`src/hw/rtl/lbps_pkg.sv`:
```
// Package for the light bar pattern sequencer.
// Holds the state record, the reset constants and the pattern step tables.
// No dependencies.
package lbps_pkg;

	localparam int unsigned DEBOUNCE_W = 9;
	localparam int unsigned SINCE_W    = 9;
	localparam int unsigned TIMER_W    = 9;
	localparam int unsigned INDEX_W    = 4;
	localparam int unsigned MODE_W     = 4;
	localparam int unsigned POS_W      = 6;
	localparam int unsigned LAMPS_W    = 16;

	localparam logic [DEBOUNCE_W-1:0] DEBOUNCE_RESET = 9'd180;
	localparam logic [SINCE_W-1:0]    SINCE_MAX      = 9'd511;

	localparam logic [MODE_W-1:0] MODE_OFF    = 4'd0;
	localparam logic [MODE_W-1:0] MODE_STATIC = 4'd1;
	localparam logic [MODE_W-1:0] MODE_LAST   = 4'd8;

	localparam logic [LAMPS_W-1:0] LAMPS_STATIC = 16'h000F;

	typedef struct packed {
		logic [MODE_W-1:0]  mode;
		logic               prev_button;
		logic [SINCE_W-1:0] since_press;
		logic [INDEX_W-1:0] step_index;
		logic [TIMER_W-1:0] step_timer;
	} lbps_state_t;

	localparam lbps_state_t STATE_RESET = '{
		mode:        MODE_OFF,
		prev_button: 1'b1,
		since_press: '0,
		step_index:  '0,
		step_timer:  '0
	};

	typedef struct packed {
		logic [LAMPS_W-1:0] lamps;
		logic [TIMER_W-1:0] ticks;
	} lbps_step_t;

	function automatic logic [POS_W-1:0] mode_start(input logic [MODE_W-1:0] mode);
		logic [POS_W-1:0] s;
		unique case (mode)
			4'd3:    s = 6'd2;
			4'd4:    s = 6'd12;
			4'd5:    s = 6'd26;
			4'd6:    s = 6'd34;
			4'd7:    s = 6'd42;
			4'd8:    s = 6'd52;
			default: s = 6'd0;
		endcase
		return s;
	endfunction

	function automatic logic [INDEX_W-1:0] mode_len(input logic [MODE_W-1:0] mode);
		logic [INDEX_W-1:0] n;
		unique case (mode)
			4'd2:    n = 4'd2;
			4'd3:    n = 4'd10;
			4'd4:    n = 4'd14;
			4'd5:    n = 4'd8;
			4'd6:    n = 4'd8;
			4'd7:    n = 4'd10;
			4'd8:    n = 4'd8;
			default: n = 4'd0;
		endcase
		return n;
	endfunction

	function automatic lbps_step_t step_entry(input logic [POS_W-1:0] pos);
		lbps_step_t e;
		unique case (pos)
			6'd0:  e = '{16'h0F35, 9'd450};
			6'd1:  e = '{16'hF0CA, 9'd450};
			6'd2:  e = '{16'h0F35, 9'd180};
			6'd3:  e = '{16'h0000, 9'd150};
			6'd4:  e = '{16'h0F35, 9'd180};
			6'd5:  e = '{16'h0000, 9'd150};
			6'd6:  e = '{16'h0000, 9'd200};
			6'd7:  e = '{16'hF0CA, 9'd180};
			6'd8:  e = '{16'h0000, 9'd150};
			6'd9:  e = '{16'hF0CA, 9'd180};
			6'd10: e = '{16'h0000, 9'd150};
			6'd11: e = '{16'h0000, 9'd300};
			6'd12: e = '{16'h0F35, 9'd180};
			6'd13: e = '{16'h0000, 9'd150};
			6'd14: e = '{16'h0F35, 9'd180};
			6'd15: e = '{16'h0000, 9'd150};
			6'd16: e = '{16'h0F35, 9'd180};
			6'd17: e = '{16'h0000, 9'd150};
			6'd18: e = '{16'h0000, 9'd200};
			6'd19: e = '{16'hF0CA, 9'd180};
			6'd20: e = '{16'h0000, 9'd150};
			6'd21: e = '{16'hF0CA, 9'd180};
			6'd22: e = '{16'h0000, 9'd150};
			6'd23: e = '{16'hF0CA, 9'd180};
			6'd24: e = '{16'h0000, 9'd150};
			6'd25: e = '{16'h0000, 9'd300};
			6'd26: e = '{16'h0135, 9'd120};
			6'd27: e = '{16'h10CA, 9'd120};
			6'd28: e = '{16'h0235, 9'd120};
			6'd29: e = '{16'h20CA, 9'd120};
			6'd30: e = '{16'h0435, 9'd120};
			6'd31: e = '{16'h40CA, 9'd120};
			6'd32: e = '{16'h0835, 9'd120};
			6'd33: e = '{16'h80CA, 9'd120};
			6'd34: e = '{16'h0335, 9'd120};
			6'd35: e = '{16'h0635, 9'd120};
			6'd36: e = '{16'h0C35, 9'd120};
			6'd37: e = '{16'h0C35, 9'd80};
			6'd38: e = '{16'h30CA, 9'd120};
			6'd39: e = '{16'h60CA, 9'd120};
			6'd40: e = '{16'hC0CA, 9'd120};
			6'd41: e = '{16'hC0CA, 9'd100};
			6'd42: e = '{16'h0335, 9'd180};
			6'd43: e = '{16'h0000, 9'd140};
			6'd44: e = '{16'h0335, 9'd180};
			6'd45: e = '{16'h0000, 9'd140};
			6'd46: e = '{16'h0000, 9'd200};
			6'd47: e = '{16'hC0CA, 9'd180};
			6'd48: e = '{16'h0000, 9'd140};
			6'd49: e = '{16'hC0CA, 9'd180};
			6'd50: e = '{16'h0000, 9'd140};
			6'd51: e = '{16'h0000, 9'd300};
			6'd52: e = '{16'hFF00, 9'd250};
			6'd53: e = '{16'h0000, 9'd200};
			6'd54: e = '{16'h0003, 9'd220};
			6'd55: e = '{16'h0000, 9'd150};
			6'd56: e = '{16'h000C, 9'd220};
			6'd57: e = '{16'h0000, 9'd200};
			6'd58: e = '{16'hFF00, 9'd250};
			6'd59: e = '{16'h0000, 9'd300};
			default: e = '{16'h0000, 9'd1};
		endcase
		return e;
	endfunction

endpackage

```
`src/hw/rtl/lbps_step.sv`:
```
// Next-state and lamp logic for one tick of the light bar sequencer.
// Depends on lbps_pkg for the state record and the step tables.
module lbps_step (
	input  lbps_pkg::lbps_state_t              state,
	input  logic                               button_level,
	input  logic [lbps_pkg::DEBOUNCE_W-1:0]    debounce_ms,
	output lbps_pkg::lbps_state_t              state_next,
	output logic [lbps_pkg::LAMPS_W-1:0]       lamps
);
	import lbps_pkg::*;

	always_comb begin
		logic [SINCE_W-1:0] since_inc;
		logic               press;
		logic [MODE_W-1:0]  mode_n;
		logic [INDEX_W-1:0] idx0;
		logic [INDEX_W-1:0] idx1;
		logic [INDEX_W-1:0] len;
		logic [TIMER_W-1:0] tmr0;
		logic [TIMER_W-1:0] tmr1;
		logic [POS_W-1:0]   pos;
		lbps_step_t         entry;

		since_inc = (state.since_press == SINCE_MAX) ? state.since_press
			: state.since_press + 9'd1;
		press = !button_level && state.prev_button && (since_inc > debounce_ms);
		mode_n = state.mode;
		if (press) begin
			mode_n = (state.mode >= MODE_LAST) ? MODE_OFF : state.mode + 4'd1;
		end
		idx0 = press ? '0 : state.step_index;
		tmr0 = press ? '0 : state.step_timer;
		len = mode_len(mode_n);
		pos = mode_start(mode_n) + {2'b00, idx0};
		entry = step_entry(pos);
		idx1 = idx0 + 4'd1;
		tmr1 = tmr0 + 9'd1;

		state_next.mode        = mode_n;
		state_next.prev_button = button_level;
		state_next.since_press = press ? '0 : since_inc;
		state_next.step_index  = '0;
		state_next.step_timer  = '0;
		lamps                  = '0;

		if (mode_n == MODE_STATIC) begin
			lamps = LAMPS_STATIC;
		end else if (mode_n > MODE_STATIC && mode_n <= MODE_LAST) begin
			lamps = entry.lamps;
			if (tmr1 >= entry.ticks) begin
				state_next.step_index = (idx1 >= len) ? '0 : idx1;
			end else begin
				state_next.step_index = idx0;
				state_next.step_timer = tmr1;
			end
		end
	end

endmodule

```
`src/hw/rtl/light_bar_pattern_sequencer_unit.sv`:
```
// Top level of the light bar pattern sequencer: input stage, state and result register.
// Depends on lbps_pkg and lbps_step.
//
//   channel   signals                        direction   meaning
//   in        in_valid, in_stall, button_level   sink     one millisecond tick
//   out       out_valid, out_stall, lamps, mode  source   lamp state for that tick
//   cfg       cfg_valid, cfg_ready, debounce_ms  sink     debounce register write
//
// One tick is accepted every cycle while in_stall is low.
// The tick's work is one pass through lbps_step between the s1 stage and the result register.
// Reset: mode off, button released, counters zero, debounce 180.
// A stalled result holds the s1 stage, which then stalls the input.
module light_bar_pattern_sequencer_unit (
	input  logic                            clk,
	input  logic                            arst_n,
	input  logic                            in_valid,
	output logic                            in_stall,
	input  logic                            button_level,
	input  logic                            cfg_valid,
	output logic                            cfg_ready,
	input  logic [lbps_pkg::DEBOUNCE_W-1:0] debounce_ms,
	output logic                            out_valid,
	input  logic                            out_stall,
	output logic                            head_left,
	output logic                            head_right,
	output logic                            tail_left,
	output logic                            tail_right,
	output logic [1:0]                      amber_left,
	output logic [1:0]                      amber_right,
	output logic [3:0]                      red_bar,
	output logic [3:0]                      blue_bar,
	output logic [lbps_pkg::MODE_W-1:0]     current_mode
);
	import lbps_pkg::*;

	lbps_state_t           state_q;
	lbps_state_t           state_next;
	logic [DEBOUNCE_W-1:0] debounce_q;
	logic                  valid_s1;
	logic                  button_s1;
	logic                  out_valid_q;
	logic [LAMPS_W-1:0]    lamps_next;
	logic [LAMPS_W-1:0]    lamps_q;
	logic [MODE_W-1:0]     mode_out_q;
	logic                  out_free;
	logic                  advance;

	assign out_free  = !out_valid_q || !out_stall;
	assign advance   = valid_s1 && out_free;
	assign in_stall  = valid_s1 && !out_free;
	assign cfg_ready = 1'b1;

	lbps_step u_step (
		.state        (state_q),
		.button_level (button_s1),
		.debounce_ms  (debounce_q),
		.state_next   (state_next),
		.lamps        (lamps_next)
	);

	always_ff @(posedge clk or negedge arst_n) begin
		if (!arst_n) begin
			state_q     <= STATE_RESET;
			debounce_q  <= DEBOUNCE_RESET;
			valid_s1    <= 1'b0;
			out_valid_q <= 1'b0;
		end else begin
			if (cfg_valid && cfg_ready) begin
				debounce_q <= debounce_ms;
			end
			if (!in_stall) begin
				valid_s1 <= in_valid;
			end
			if (advance) begin
				state_q <= state_next;
			end
			if (out_free) begin
				out_valid_q <= valid_s1;
			end
		end
	end

	always_ff @(posedge clk) begin
		if (in_valid && !in_stall) begin
			button_s1 <= button_level;
		end
		if (advance) begin
			lamps_q    <= lamps_next;
			mode_out_q <= state_next.mode;
		end
	end

	assign out_valid    = out_valid_q;
	assign head_left    = lamps_q[0];
	assign head_right   = lamps_q[1];
	assign tail_left    = lamps_q[2];
	assign tail_right   = lamps_q[3];
	assign amber_left   = lamps_q[5:4];
	assign amber_right  = lamps_q[7:6];
	assign red_bar      = lamps_q[11:8];
	assign blue_bar     = lamps_q[15:12];
	assign current_mode = mode_out_q;

	a_mode_range: assert property (@(posedge clk) disable iff (!arst_n)
		state_q.mode <= MODE_LAST)
		else $error("mode out of range");

	a_static_idle: assert property (@(posedge clk) disable iff (!arst_n)
		(state_q.mode <= MODE_STATIC) |-> (state_q.step_index == '0 && state_q.step_timer == '0))
		else $error("static mode with running pattern");

	a_index_range: assert property (@(posedge clk) disable iff (!arst_n)
		(state_q.mode > MODE_STATIC) |-> (state_q.step_index < mode_len(state_q.mode)))
		else $error("step index past end of table");

	a_press_clears: assert property (@(posedge clk) disable iff (!arst_n)
		(advance && state_next.mode != state_q.mode) |=> (state_q.since_press == '0))
		else $error("accepted press did not clear counter");

	a_hold_state: assert property (@(posedge clk) disable iff (!arst_n)
		(valid_s1 && !out_free) |=> $stable(state_q))
		else $error("state moved during stall");

endmodule
```
`config.mk`:
```
export PLATFORM = sky130hd
export DESIGN_NAME = light_bar_pattern_sequencer_unit
export DESIGN_NICKNAME = d
export VERILOG_FILES = /design/src/hw/rtl/lbps_pkg.sv /design/src/hw/rtl/lbps_step.sv /design/src/hw/rtl/light_bar_pattern_sequencer_unit.sv
export SDC_FILE = /design/constraint.sdc
export NUM_CORES = 1
export LEC_CHECK = 0
export ABC_AREA = 1
export BUFFER_PORTS_ARGS = -buffer_cell sky130_fd_sc_hd__buf_2
export CAP_MARGIN = 20
export CORE_AREA = 2 2 112 114
export CTS_CLUSTER_DIAMETER = 120
export DETAILED_ROUTE_END_ITERATION = 8
export DIE_AREA = 0 0 114 116
export PLACE_DENSITY = 0.53
export SYNTH_ARGS = -nofsm -noshare
export SYNTH_HDL_FRONTEND = slang
export SYNTH_SLANG_ARGS = --single-unit
```
`constraint.sdc`:
```
create_clock -name clk -period 13.39 [get_ports clk]
set_clock_uncertainty 0.2 [all_clocks]
set_input_delay 0.6695 -clock clk [delete_from_list [all_inputs] [get_ports clk]]
set_output_delay 0.6695 -clock clk [all_outputs]
set_load 0.005 [all_outputs]
```
-- After elaboration in Yosys (flattened, before gate mapping)
Memory sizes are Yosys's and may differ from the RTL's.
Index checks and enable logic that the tools add are counted.
- bits in registers: 59
- memory bits (read-only): 1600
- input bits: 15
- word-level logic and storage cells: 63
- memories: 1
- memory list (name ; depth ; width ; rd ports ; clocked after Yosys merged registers in ; write ports ; RTL line ; text):
    (name not given) ; 64 ; 25 ; 1 ; 0 ; 0 ; lbps_pkg.sv:75 ; unique case (pos)
- $add $sub $neg: 5
- $lt $le $gt $ge: 6
- equal/unequal tests: 9
- muxes and demuxes: 14
- bitwise operators: 1
- reductions and logical operators: 15
- operators by type and width (operator ; number):
    9-bit 2-to-1 mux ; 4
    6-bit case mux with 6 select lines ; 1
    13-bit 2-to-1 mux ; 2
    4-bit 2-to-1 mux ; 6
    9-bit by 1-bit adder with 9-bit output, second input constant ; 2
    4-bit by 3-bit == test with 1-bit output, second input constant ; 4
    4-bit case mux with 4 select lines ; 1
    9-bit == test, second input constant ; 1
    9-bit greater-or-equal comparator ; 1
    9-bit greater-than comparator ; 1
    4-bit by 1-bit adder with 4-bit output, second input constant ; 2
    4-bit by 2-bit == test with 1-bit output, second input constant ; 2
    6-bit by 4-bit adder with 6-bit output ; 1
    1-bit logical AND ; 6
    1-bit logical NOT ; 5
    4-bit by 1-bit == test with 1-bit output, second input constant ; 1
    4-bit == test, second input constant ; 1
    4-bit greater-or-equal comparator ; 1
    4-bit greater-or-equal comparator, second input constant ; 1
    4-bit by 1-bit greater-than comparator with 1-bit output, second input constant ; 1
    4-bit less-or-equal comparator, second input constant ; 1
    2-bit OR reduction ; 2
    3-bit OR reduction ; 1
    1-bit logical OR ; 1
    1-bit inverter ; 1

-- Logic depth before layout (Yosys ltp)
Gate-level depths: netlist (run 1).
- depth after elaboration: 13
- mapped depth: 50

-- Cells and area by module
A second synthesis (run 1) with hierarchy kept.
- cell total of the unflattened synthesis: 763
- area total of the unflattened synthesis: 5281.3 sq um
- by module, submodules not included (module ; instances ; cells each ; area an instance (sq um) ; seq. area each (sq um)):
    lbps_step ; 1 ; 574 ; 3046.7 ; 0.0
    light_bar_pattern_sequencer_unit ; 1 ; 189 ; 2234.6 ; 1587.8

-- Worst setup path before layout (run 1)
OpenSTA, ideal clock, no wires.
- path type: register to register
- start point: register state_q[13] (netlist bit)
- end point: register state_q[9] (netlist bit)
- setup time: 0.130 ns
- arrival: 6.335 ns
- slack: 6.725 ns
- stages on the path, launching flop included: 45
- path buffers: 3
- clock period less this slack: 6.665 ns
- path through: dfrtp_1 > ha_1 > inv_1 > nor3_1 > inv_1 > nor3_1 > nand3_1 > nor2_1 > nor3_1 > nand2_1 > xor2_1 > inv_1 > ha_1 > nand2_1 > nor2_1 > nand3b_1 > nand3_2 > nand2_4 > [... 9 more ...] > nand2_1 > clkbuf_1 > clkbuf_1 > o211ai_1 > o21ai_0 > o21ai_1 > ha_1 > nand2_1 > o211ai_1 > nand3_1 > nand2_1 > nand3_1 > nand2_1 > a21oi_1 > o21bai_1 > o21ai_0 > o211ai_1 > o21ai_0
- RTL lines (item ; RTL line ; text):
    start, declared ; light_bar_pattern_sequencer_unit.sv:36 ; lbps_state_t state_q;
    start signal, assigned ; light_bar_pattern_sequencer_unit.sv:75 ; state_q <= state_next;

==> results.yml, run 1 <==
run_status:
  status: "complete, no violations"
logic_synthesis:
  synth-async-reset-ratio_pct: 66.7
  synth-xor-area-share_pct: 1.85
  synth_ff_type: "dfrtp_1"
  yosysTopAreaCell: "dfrtp_1"
  ys_seq_area_share_pct: 32.4
  synth_fp_nets: 718
  ys_warn_count: 0
  synthTopCellsByArea: "dfrtp_1 (17%), nand2_1 (13%), edfxtp_1 (12%)"
  syn_avg_cell_area_um2: 7.10
  ys_ff_latch: 57
  synth_cells: 665
  synth_compound_area_share_pct: 15.8
  synth_edf_count: 19
  synth_commonest_cells: "nand2_1 (162), inv_1 (89), o21ai_0 (67)"
  synth_cell_type_count: 42
  synth_top_family_by_area: "simple AND/OR/NAND/NOR gates"
  synthAdderAreaFrac_pct: 10.2
  synth-simple-area-share_pct: 28.6
  synth_most_common_cell: "nand2_1"
  synth.top_cell.area_share_pct: 17.5
  synth_area_um2: 4720
  synthMuxAreaShare_pct: 0.238
critical_path:
  worstSetupStartpointType: "flip-flop"
  crit_fanout: 37
  cp_top_family: "simple AND/OR/NAND/NOR gates"
  cp.arrival_ps: 7980
  path_buf_inv: 6
  path_class: "reg -> reg"
  critical_path_required_ps: 13390
  end_kind: "flip-flop"
  max_stage_delay_ps: 380
  crit_slowest_cell: "nor2_1"
  ff2ff_path_depth: 44
  cp_num_cells: 44
power_and_ir_drop:
  p_leak_nw: 2.64
  power_density_nw_per_um2: 242
  power_mw: 1.27
  peakVddDrop_mv: 0.127
cts:
  post_cts_buffers: 0
  ctsResizeCount: 0
  clockBufferDepth: 2
  cts_hold_buf: 0
  cts-root-buf: "clkbuf_16"
  insertion_delay_ps: 340
  cts_max_level: 3
  clock-sinks: 57
  cts_tree: "done"
  numCtsBuffers: 9
  path_clk_slew_ps: 50
finish:
  num-nets-final: 742
  drive_gt1_share_pct: 13.8
  diodes: 0
  synthToLayoutAreaGrowth_pct: 11.7
  fill_cells: 1219
  regArea_um2: 1530
  multiInputGateArea_um2: 2680
  fin_util_pct: 44.3
job:
  drv_cap: 0
placement:
  port_buffers: 36
  gp_congestion: 0.904
  dp_hpwl_um: 8470
sta:
  finalHoldViolCount: 0
  drv_slew: 0
  fin_crit_sh_pct: 59.6
  post-route-min-period_ps: 7970
  rsz0062_at_grt: "false"
  max_freq_mhz: 125
  worst_slew_pin_slew_ps: 918
  hold_slack_ps: 247
  setup_violations: 0
  relSlewSlack_pct: 38.7
  tns_ps: 0
drt:
  ant_nets: 0
  drc: 0
  dr.pass1.iters: 5
  drt-initial-drc-count: 304
  avgRoutedWirePerCell_um: 13.3
  detail_route.vias_per_cell: 5.12
  vias: 4306
  wl_um: 11200
grt:
  grt_pass1_wl_um: 18900
  overflow: 0
  grt_max_degree: 39
  antenna_found_initial: 0
  grt_pass1_vias: 3939
  grt_usage_pct: 18.0
floorplanning:
  core_um2: 11900
  die_area_um2: 13200
  die_y_um: 116
  start_util_pct: 39.6
  io_pins: 38
  dieWidth_um: 114
  num_rows: 40
hold_path:
  min_path_type: "in -> async"
## path summary, 6_finish.rpt
check                      slack [ps]               startpoint                   endpoint
min in group clk                  270     valid_s1$_DFFE_PN0N_      out_valid$_DFFE_PN0N_
max in group asynchronous       12200                   arst_n     state_q[5]$_DFFE_PN0P_
hold / removal                    250                   arst_n  debounce_q[1]$_DFFE_PN0P_
setup reg to reg                 5420  state_q[13]$_DFFE_PN0P_    state_q[10]$_DFFE_PN0P_
setup / recovery                 5420  state_q[13]$_DFFE_PN0P_    state_q[10]$_DFFE_PN0P_
hold reg to reg                   270     valid_s1$_DFFE_PN0N_      out_valid$_DFFE_PN0N_
## registers in the layout, indices dropped and copies added (netlist names)
name / cells
lamps_q: 14
current_mode: 4
valid_s1: 1
button_s1: 1
out_valid: 1
debounce_q: 9
state_q: 27
## metal layers
layer / track usage (%) / vias up / wire length, um / share of wire [%]
met3: 2.62 / 19 / 511 / 4.6
met4: 8.70 / 0 / 278 / 2.5
met5: 0 / - / 0 / 0
met2: 27.7 / 102 / 5050 / 45
met1: 24.9 / 1964 / 5370 / 48
li1: - / 2221 / - / -
## metrics by stage
stage	setup WS, ps	instance area, um2	instances
finish	5420	5270	841
global route	4390	5270	841
CTS	5490	5270	841
detailed placement	5490	4940	825
global placement	5620	4940	825
floorplan	6730	4720	665
## power by group
part | leakage, nW | switching [mW] | internal [mW] | total, mW
registers | 0.673 | 0.0216 | 0.236 | 0.258
clock network | 0.163 | 0.0818 | 0.173 | 0.255
logic | 1.81 | 0.509 | 0.252 | 0.761
## placed cells by master (no fill, tap or decap), drive strengths merged, types with 4 or more instances in the layout
cell type / Yosys / routed
xnor2: 4 / 4
edfxtp: 19 / 19
ha: 37 / 37
xor2: 6 / 6
clkbuf: 12 / 11
nand2: 182 / 182
dfstp: 5 / 5
o22ai: 8 / 8
buf: 14 / 39
nand3: 37 / 37
nor2: 68 / 68
nor3: 9 / 9
nand3b: 4 / 4
o21ai: 74 / 74
o211ai: 12 / 12
inv: 92 / 93
a21oi: 31 / 31
nand4: 4 / 4
dfrtp: 33 / 33
## cell type report
type	instances	share of cell area, %
Multi-Input combinational cell	490	50.9
Sequential cell	57	29.0
Inverter	92	6.55
Clock buffer	11	4.82
Timing Repair Buffer	39	3.84
Tap cell	147	3.49
Clock inverter	5	1.42
## kinds of logic after synthesis
kind of cell,after synthesis
AND/OR/NAND/NOR,306
AO/OA/AOI/OAI,134
buffers and inverters,118
flip-flops,57
adder cells (fa/ha/maj),38
XOR/XNOR,10
other,1
multiplexers,1
(Power assumes the default switching activity.)
==> run 2, diff against run 1 <==
- PLACE_DENSITY: 0.53 -> 0.55
- clock period: 13.39 -> 6.5 ns (I/O delays scaled with it)
==> results.yml, run 2 (synthesis results as in run 1) <==
sta:
  relSlewSlack_pct: 41.2
  finalHoldViolCount: 0
  post-route-min-period_ps: 6460
  worst_slew_pin_slew_ps: 883
  max_freq_mhz: 155
  setup_violations: 0
  rsz0062_at_grt: "true"
  fin_crit_sh_pct: 99.4
  tns_ps: 0
  drv_slew: 0
critical_path:
  path_class: "reg -> reg"
  crit_fanout: 8
  worstSetupStartpointType: "flip-flop"
  crit_top_cell: "nand2_1"
  max_stage_delay_ps: 570
  end_kind: "flip-flop"
  cp.arrival_ps: 6510
  crit_slowest_cell: "fa_2"
  critical_path_required_ps: 6550
power_and_ir_drop:
  p_leak_nw: 3.20
  p_int_mw: 1.82
  swShare_pct: 45.2
  p_comb_share_pct: 67.8
  pwr-share-seq_pct: 16.1
  peakVddDrop_mv: 0.278
  power_density_nw_per_um2: 512
  clockPowerShare_pct: 16.1
  net-switching-power_mw: 1.50
grt:
  grt_pass1_wl_um: 20200
  grt_pass1_vias: 4373
  overflow: 0
  grt_max_degree: 39
  grt_usage_pct: 19.3
  antenna_found_initial: 0
finish:
  synthToLayoutAreaGrowth_pct: 37.7
  final_cell_area_um2: 6500
  diodes: 0
  most-common-layout-cells: "nand2_1 (148), buf_4 (83), inv_1 (81)"
  fill_cells: 1122
  top_regs: "state_q: 27 flops, lamps_q: 14 flops, debounce_q: 9 flops"
  regMostFlops: "state_q"
  drive_gt1_share_pct: 32.2
  largest_reg_flops: 27
  num-nets-final: 843
  layout_commonest_cell: "nand2_1"
hold_path:
  min_path_type: "in -> reg"
drt:
  avgRoutedWirePerCell_um: 13.8
  ant_nets: 0
  dr.pass1.iters: 8
  wl_um: 13000
  drc: 0
  drt-initial-drc-count: 323
  vias: 4737
  detail_route.vias_per_cell: 5.03
cts:
  path_clk_slew_ps: 50
  clockBufferDepth: 2
  insertion_delay_ps: 340
  clock-sinks: 57
  cts_tree: "done"
  numCtsBuffers: 9
  cts_max_level: 3
  cts-root-buf: "clkbuf_16"
floorplanning:
  core_um2: 11900
  dieWidth_um: 114
  die_area_um2: 13200
  io_pins: 38
  die_y_um: 116
  num_rows: 40
  start_util_pct: 39.6
placement:
  port_buffers: 36
  dp_hpwl_um: 9390
  dpl_cell_area_um2: 5490
  gp_congestion: 0.883
job:
  drv_cap: 0
run_status:
  status: "complete, no violations"
[run 2: power groups by stage]
stage / combinational (mW) / clock, mW / sequential [mW]
after global routing: 2.52 / 0.558 / 0.544
final: 2.26 / 0.535 / 0.536
after CTS: 1.90 / 0.547 / 0.532
after detailed placement: 1.86 / 0 / 0.537
after global placement: 1.84 / 0 / 0.533
after floorplan: 1.26 / 0 / 0.535
[run 2: area by class of cell]
type,instances,area [um2],share of cell area (%)
clock buffers,11,264,4.06
clock inverters,5,75.1,1.15
inverters,92,353,5.43
multi-input cells,490,3030,46.7
flip-flops and latches,57,1530,23.5
well taps,147,184,2.83
repair buffers,140,1060,16.4
[run 2: path summary, 6_finish.rpt]
check	start	endpoint	slack (ps)	cells after the start
worst max-delay path	state_q[14]$_DFFE_PN0P_	state_q[12]$_DFFE_PN0P_	40	42
min in group asynchronous	arst_n	state_q[15]$_DFFE_PN0P_	460	2
worst min-delay path	debounce_ms[1]	debounce_q[1]$_DFFE_PN0P_	20	3
worst max register to register	state_q[14]$_DFFE_PN0P_	state_q[12]$_DFFE_PN0P_	40	42
worst min register to register	state_q[4]$_DFFE_PN0P_	state_q[4]$_DFFE_PN0P_	280	2
max in group asynchronous	arst_n	state_q[7]$_DFFE_PN0P_	5080	2
[run 2: metal layers]
| layer | track usage, % | up-vias | part of all wire [%] |
|---|---|---|---|
| met5 | 0 | - | 0 |
| met4 | 7.15 | 0 | 1.5 |
| met3 | 3.03 | 14 | 2.8 |
| met2 | 33.4 | 84 | 50 |
| met1 | 24.4 | 2215 | 46 |
| li1 | - | 2424 | - |
[run 2: through the flow]
stage	total power, mW	worst slack (ps)	hold slack (ps)	util [%]	instances
2_1_floorplan	1.80	4.23	-171	-	665
3_3_place_gp	2.37	-45.0	253	46.1	894
3_5_place_dp	2.39	-235	271	46.1	894
4_1_cts	2.97	23.1	3.96	50.1	921
5_1_grt	3.63	-386	33.4	54.6	942
6_report	3.33	40.0	15.0	54.6	942
[run 2: critical path: cells and delay by family (launching register included)]
kind	cells	cell delay (ps)
buffers and inverters	7	680
adders and majority gates	5	1540
and+or+nand+nor	22	2360
xor gates and xnor gates	1	160
AOI/OAI and AO/OA	7	1040
DFF	1	360
[run 2: repair_timing]
action,CTS,global route
hold buffers,8,0
endpoints found under the hold margin,40,0
resized for setup,10,104
cloned,0,1
pin swaps,2,48
setup buffers,3,21
endpoints found under the setup margin,13,14
==> run 3, diff against run 2 <==
- CORE_AREA: 2 2 112 114 -> 2 2 118 120
- DIE_AREA: 0 0 114 116 -> 0 0 120 122
- GPL_TIMING_DRIVEN: unset -> 0
- SYNTH_HIERARCHICAL: unset -> 1
==> results.yml, run 3 <==
critical_path:
  crit_slowest_cell: "fa_2"
  path_class: "reg -> reg"
  max_stage_delay_ps: 660
  end_kind: "flip-flop"
  cp.arrival_ps: 6670
  crit_top_cell: "nor2_4"
  path_buf_inv: 9
  critical_path_required_ps: 6580
  worstSetupStartpointType: "flip-flop"
  crit_fanout: 8
  cp_top_family: "simple AND/OR/NAND/NOR gates"
run_status:
  status: "finished, violations left"
  violations: "setup timing"
finish:
  fill_cells: 1283
  largest_reg_flops: 27
  layout_commonest_cell: "nand2_1"
  diodes: 0
  regMostFlops: "state_q"
  num-nets-final: 929
  fin_util_pct: 52.1
  multiInputGateArea_um2: 3450
  drive_gt1_share_pct: 29.6
  stdcell_count: 1061
  regArea_um2: 1590
  synthToLayoutAreaGrowth_pct: 33.3
  top_regs: "state_q: 27 flops, lamps_q: 16 flops, debounce_q: 9 flops"
  most-common-layout-cells: "nand2_1 (221), inv_1 (79), nor2_1 (60), nand3_1 (60), buf_4 (59)"
logic_synthesis:
  synth_area_um2: 5280
  synth_cells: 763
  synth_fp_nets: 816
  synth_cell_type_count: 49
  synthTopCellsByArea: "nand2_1 (17%), dfrtp_1 (16%), edfxtp_1 (12%)"
  synth.top_cell.area_share_pct: 16.6
  ys_seq_area_share_pct: 30.1
  synth-async-reset-ratio_pct: 64.4
  synth_most_common_cell: "nand2_1"
  yosysTopAreaCell: "nand2_1"
  synth_ff_type: "dfrtp_1"
  ys_ff_latch: 59
  ys_warn_count: 6
  synth_commonest_cells: "nand2_1 (233), inv_1 (90), nor2_1 (76)"
  syn_avg_cell_area_um2: 6.92
  synth_edf_count: 21
power_and_ir_drop:
  power_density_nw_per_um2: 188
  p_leak_nw: 3.57
  peakVddDrop_mv: 0.185
grt:
  grt_max_degree: 39
  grt_pass1_wl_um: 24600
  grt_pass1_vias: 5022
  antenna_found_initial: 0
  overflow: 0
  grt_usage_pct: 21.1
drt:
  detail_route.vias_per_cell: 4.99
  vias: 5295
  wl_um: 14900
  drc: 0
  dr.pass1.iters: 5
  ant_nets: 0
  drt-initial-drc-count: 443
  avgRoutedWirePerCell_um: 14.0
sta:
  setup_ws_ps: -93.7
  rsz0062_at_grt: "true"
  post-route-min-period_ps: 6590
  drv_slew: 0
  tns_ps: -627
  hold_slack_ps: 8.62
  finalHoldViolCount: 0
  setup_violations: 13
  fin_crit_sh_pct: 101
  worst_slew_pin_slew_ps: 918
  relSlewSlack_pct: 38.8
  max_freq_mhz: 152
cts:
  clockBufferDepth: 2
  insertion_delay_ps: 350
  cts_max_level: 3
  clock-sinks: 59
  cts_tree: "done"
  path_clk_slew_ps: 60
  cts-root-buf: "clkbuf_16"
  numCtsBuffers: 9
floorplanning:
  start_util_pct: 39.1
  dieWidth_um: 120
  core_um2: 13500
  num_rows: 43
  die_area_um2: 14600
  io_pins: 38
  die_y_um: 122
placement:
  gp_congestion: 0.976
  placed_cells_incl_taps: 978
  port_buffers: 35
  dp_hpwl_um: 10300
hold_path:
  min_path_type: "in -> reg"
job:
  drv_cap: 0
run 3: cells by family (layout without fill, tap and decap cells):
logic type / Yosys count / count (layout) / synth area share, %
DFF: 59 / 59 / 30.1
and+or+nand+nor: 431 / 432 / 37.0
adders and majority gates: 38 / 38 / 9.14
other: 1 / 1 / 0.0710
xor gates and xnor gates: 10 / 10 / 1.66
buffers and inverters: 130 / 247 / 12.0
AOI/OAI and AO/OA: 94 / 94 / 10.1
run 3: metrics by stage:
stage               cell area [um2]  worst slack, ps  power (mW)
floorplan                      5290             21.0       0.666
global placement               5690            -1550       0.737
detailed placement             5690            -1700       0.742
CTS                            6780             -155        1.32
global route                   7040             -480        1.40
finish                         7040            -93.7        1.32
run 3: routing by layer:
metal / vias to the layer above / track usage (%) / part of all wire [%]
li1: 2670 / - / -
met4: 0 / 8.75 / 2.5
met2: 151 / 34.9 / 47
met1: 2443 / 27.4 / 45
met3: 31 / 3.60 / 5.3
met5: - / 0 / 0
run 3: final timing paths:
path / startpoint / end / slack, ps / cells past startpoint
max: state_q[13]$_DFFE_PN0P_ / state_q[3]$_DFFE_PN0P_ / -90 / 48
min: debounce_ms[0] / debounce_q[0]$_DFFE_PN0P_ / 9 / 3
max reg2reg: state_q[13]$_DFFE_PN0P_ / state_q[3]$_DFFE_PN0P_ / -90 / 48
min reg2reg: debounce_q[7]$_DFFE_PN1P_ / debounce_q[7]$_DFFE_PN1P_ / 260 / 2
max in group asynchronous: arst_n / state_q[14]$_DFFE_PN0P_ / 5070 / 2
min in group asynchronous: arst_n / debounce_q[3]$_DFFE_PN0P_ / 460 / 2
run 3: worst min-delay path, stage by stage:
cell,delay [ps]
buf_2,80
nand2_1,40
o21ai_0,70
run 3: power by group:
part	internal (mW)	total, mW	switching, mW
registers	0.426	0.451	0.0249
logic	0.149	0.362	0.213
clock network	0.330	0.511	0.181
total	0.905	1.32	0.419
run 3: timing repair:
| action | 4_1_cts | 5_1_grt |
|---|---|---|
| setup endpoints to repair | 26 | 13 |
| hold endpoints to repair | 43 | 0 |
| setup buffers | 39 | 14 |
| pin swaps | 38 | 44 |
| hold buffers | 11 | 0 |
| cloned | 3 | 0 |
| gates resized for setup | 93 | 42 |
run 3: area by class of cell:
class | instances | area share (%)
Inverter | 97 | 5.42
Clock buffer | 11 | 3.75
Clock inverter | 5 | 0.818
Timing Repair Buffer | 100 | 10.1
Buffer | 33 | 4.99
Tap cell | 180 | 3.20
Multi-Input combinational cell | 575 | 49.0
Sequential cell | 59 | 22.6
Timing Repair inverter | 1 | 0.107
